$ cat src/lfsp_pkg.sv
// Package for the slot pool: operation and status codes, control handshake types.
`default_nettype none
package lfsp_pkg;

  localparam int SLOTS_DEF = 1024;

  localparam logic [2:0] OP_ALLOC = 3'd0;
  localparam logic [2:0] OP_REUSE = 3'd1;
  localparam logic [2:0] OP_FREE  = 3'd2;
  localparam logic [2:0] OP_SUCC  = 3'd3;
  localparam logic [2:0] OP_CLEAR = 3'd4;

  localparam logic [1:0] ST_OK       = 2'd0;
  localparam logic [1:0] ST_FULL     = 2'd1;
  localparam logic [1:0] ST_REUSED   = 2'd2;
  localparam logic [1:0] ST_NOT_LIVE = 2'd3;

  typedef struct packed {
    logic latch;
    logic rd;
    logic exec;
    logic wr2;
    logic load_out;
  } cmd_t;

  typedef struct packed {
    logic out_free;
  } stat_t;

endpackage
`default_nettype wire

$ cat src/lfsp_ctrl.sv
// Sequencer for the slot pool: steps each beat through read, update, link fix-up, output.
`default_nettype none
module lfsp_ctrl (
  input  wire logic           clk,
  input  wire logic           rst_n,
  input  wire logic           in_tvalid,
  output logic                in_tready,
  input  wire lfsp_pkg::stat_t stat,
  output lfsp_pkg::cmd_t      cmd
);
  import lfsp_pkg::*;

  localparam logic [2:0] S_IDLE = 3'd0;
  localparam logic [2:0] S_READ = 3'd1;
  localparam logic [2:0] S_EXEC = 3'd2;
  localparam logic [2:0] S_WR2  = 3'd3;
  localparam logic [2:0] S_OUT  = 3'd4;

  logic [2:0] state_r, state_nxt;

  assign in_tready = (state_r == S_IDLE);

  always_comb begin
    state_nxt = state_r;
    cmd = '0;
    case (state_r)
      S_IDLE: begin
        if (in_tvalid) begin
          cmd.latch = 1'b1;
          state_nxt = S_READ;
        end
      end
      S_READ: begin
        cmd.rd = 1'b1;
        state_nxt = S_EXEC;
      end
      S_EXEC: begin
        cmd.exec = 1'b1;
        state_nxt = S_WR2;
      end
      S_WR2: begin
        cmd.wr2 = 1'b1;
        if (stat.out_free) begin
          cmd.load_out = 1'b1;
          state_nxt = S_IDLE;
        end else begin
          state_nxt = S_OUT;
        end
      end
      S_OUT: begin
        if (stat.out_free) begin
          cmd.load_out = 1'b1;
          state_nxt = S_IDLE;
        end
      end
      default: state_nxt = S_IDLE;
    endcase
  end

  always_ff @(posedge clk) begin
    if (!rst_n) begin
      state_r <= S_IDLE;
    end else begin
      state_r <= state_nxt;
    end
  end

endmodule
`default_nettype wire

$ cat config.mk
export PLATFORM = sky130hd
export DESIGN_NAME = lfsp_ctrl
export DESIGN_NICKNAME = d
export VERILOG_FILES = /design/src/lfsp_pkg.sv /design/src/lfsp_ctrl.sv
export SDC_FILE = /design/constraint.sdc
export NUM_CORES = 1
export LEC_CHECK = 0
export BUFFER_PORTS_ARGS = -buffer_cell sky130_fd_sc_hd__clkbuf_2
export CAP_MARGIN = 10
export CELL_PAD_IN_SITES_DETAIL_PLACEMENT = 1
export CELL_PAD_IN_SITES_GLOBAL_PLACEMENT = 2
export CORE_AREA = 2 2 39 41
export CTS_CLUSTER_SIZE = 16
export DETAILED_ROUTE_END_ITERATION = 10
export DIE_AREA = 0 0 41 43
export GPL_ROUTABILITY_DRIVEN = 0
export PLACE_DENSITY = 0.52
export RECOVER_POWER = 100
export SLEW_MARGIN = 0
export SYNTH_ARGS = -nofsm -noshare
export SYNTH_HDL_FRONTEND = slang
export SYNTH_SLANG_ARGS = --single-unit
$ cat constraint.sdc
create_clock -name clk -period 1.15 [get_ports clk]
set_input_delay 0.115 -clock clk [delete_from_list [all_inputs] [get_ports clk]]
set_output_delay 0.115 -clock clk [all_outputs]
set_load 0.005 [all_outputs]
==> run summary <==
number of DRC markers in iteration 0 = 1
period utilization = 113%
number of buffers added on ports = 9
diode insertion count for antenna repair = 0
Site Rows = 14
register with the most flip-flops = state_r
met3 wire length = 41 um
DIE WIDTH = 41 um
Synth cell types = 13
vias in the first global route = 196
final setup TNS = -282 ps
DR DRC count = 0
pin count of the biggest net entering global routing = 7
synthesis-to-finish area growth = 85.4%
post-layout worst setup margin = -146 ps
worst slew pin tran = 250 ps
number of optimization iterations in the first detailed-route pass = 2
CTS Sinks = 3
flip-flop and latch count after synthesis = 3
post-route met1 wirelength = 216 um
most frequent cells in the layout = 6 x clkbuf_2, 3 x clkbuf_4, 3 x buf_2, 3 x buf_4
core area = 1380 um^2
violations in the final reports = setup timing
post-DR wirelength/cell = 9.41 um
ratio of cells with drive above 1 in the final layout = 60.6%
placed cell count = 45
leading cell type in the layout, fill and taps excluded = clkbuf_2
DP Worst Slack = 77.6 ps
post-synthesis net count = 21
type of destination of the critical path = output port
Antenna Nets Post-Route = 0
area of the multi-input gates = 106 um^2
number of levels the H-tree was split into = 1
Rel. slew slack = 83.1%
path class of the lowest-slack min-delay path = in2reg
total number of vias = 180
biggest registers after layout = state_r x3
initial core utilization = 11.1%
synthesized cell area = 154 um^2
buffer type at the clock tree root = clkbuf_4
Layout Cells excl Fill = 49
flip-flop count of the largest register after layout = 3
hold bufs inserted after CTS = 0
Clock Latency Late Sink = 230 ps
number of instances in the synthesized netlist = 17
per-cell via count in the routed design = 3.67
data required time of the worst path = 1030 ps
Post-CTS Setup Repair Bufs = 0
routed wire length = 461 um
y dimension of the die = 43 um
Setup violations, final = 3
YS warnings = 0
sequential area share after synthesis = 39.0%
final count of hold timing violations = 0
uppermost layer routed = met3
remaining global-route overflow = 0
minimum clock period = 1300 ps
Seq. cell area = 61.3 um^2
IO Count = 10
run status = complete, but fails checks
final core area utilization = 20.6%
RSZ-0062 raised after global routing = yes
Syn Area/Cell = 9.05 um^2
Inserted Clock Buffers = 3
TritonCTS clock tree = yes
critical path peak fanout = 2
clock-pin slew on the worst setup and hold paths = 40 ps
global-route wire length before repair = 759 um
die footprint = 1760 um^2
path type of the worst setup path = reg2out
initial antenna violation count = 0
Fill cells = 166
Total Power Consumption = 393 uW
Total GRT Usage = 6.91%
static leakage = 0.137 nW
number of nets at the end of the flow = 38
max-cap violations = 0
clock skew = 0.902 ps
met2 WL post-DR = 203 um
Peak Freq = 0.771 GHz
Worst VDD drop = 0.416 mV
areal power density over the cells = 1380 nW/um^2
worst-case clock buffer depth = 2
Critical Path Start Type = flop
data arrival time of the critical path = 1180 ps
max-slew violation count = 0
per-stage QoR:
step | hold WS (ps) | area, um^2
2_1_floorplan | 244 | 154
3_3_place_gp | 378 | 241
3_5_place_dp | 383 | 241
4_1_cts | 133 | 278
5_1_grt | 145 | 285
6_report | 132 | 285
repair_timing:
item | 4_1_cts | 5_1_grt
resized for setup | 2 | 6
setup endpoints to repair | 5 | 6
cloned | 0 | 0
pin swaps | 1 | 1
cell usage after synthesis, drive strengths merged:
cell / number / share of area (%)
or3b: 1 / 5.7
nor3: 1 / 3.2
dfxtp: 3 / 39
and2: 1 / 4.1
nor2: 1 / 2.4
xnor2: 1 / 5.7
nand2b: 1 / 4.1
nand3b: 1 / 4.9
nor4b: 1 / 5.7
nor3b: 3 / 15
a21oi: 1 / 3.2
inv: 1 / 2.4
a21boi: 1 / 4.9
worst max-delay path, cell delays in order, from the launching register on:
cell and delay (ps):
dfxtp_1 300, or3b_4 400, a21boi_2 130, buf_2 120
final timing paths:
check / cells after the start / endpoint / slack (ps) / startpoint
hold / removal: 3 / state_r[2]$_SDFFE_PN0P_ / 130 / rst_n
setup reg to reg: 2 / state_r[2]$_SDFFE_PN0P_ / 230 / state_r[1]$_SDFFE_PN0P_
setup / recovery: 3 / cmd[0] / -150 / state_r[1]$_SDFFE_PN0P_
hold reg to reg: 2 / state_r[1]$_SDFFE_PN0P_ / 540 / state_r[2]$_SDFFE_PN0P_
kinds of logic (layout without fill, tap and decap cells):
kind of cell              Yosys count  in the layout  synth area share [%]
buffers and inverters               1             17                  2.44
AOI/OAI and AO/OA                   2              2                  8.13
xor gates and xnor gates            1              1                  5.69
DFF                                 3              3                  39.0
and+or+nand+nor                    10             10                  44.7
area by class of cell:
class	count	share of cell area, %
inverters	1	1.32
well taps	16	7.02
repair buffers	12	23.7
flip-flops and latches	3	21.5
multi-input cells	13	37.3
clock buffers	4	9.21
power breakdown:
group          internal [mW]  total, mW  switching (mW)
sequential             0.113      0.118         0.00430
combinational         0.0512     0.0921          0.0408
clock                  0.130      0.183          0.0530
total                  0.294      0.393          0.0982
routing by layer:
layer / up-vias / track usage, %
li1: 91 / -
met1: 79 / 8.31
met2: 10 / 7.81
met3: 0 / 3.14
met4: 0 / 8.00
met5: - / 0
Power figures use the tool's default switching activity.
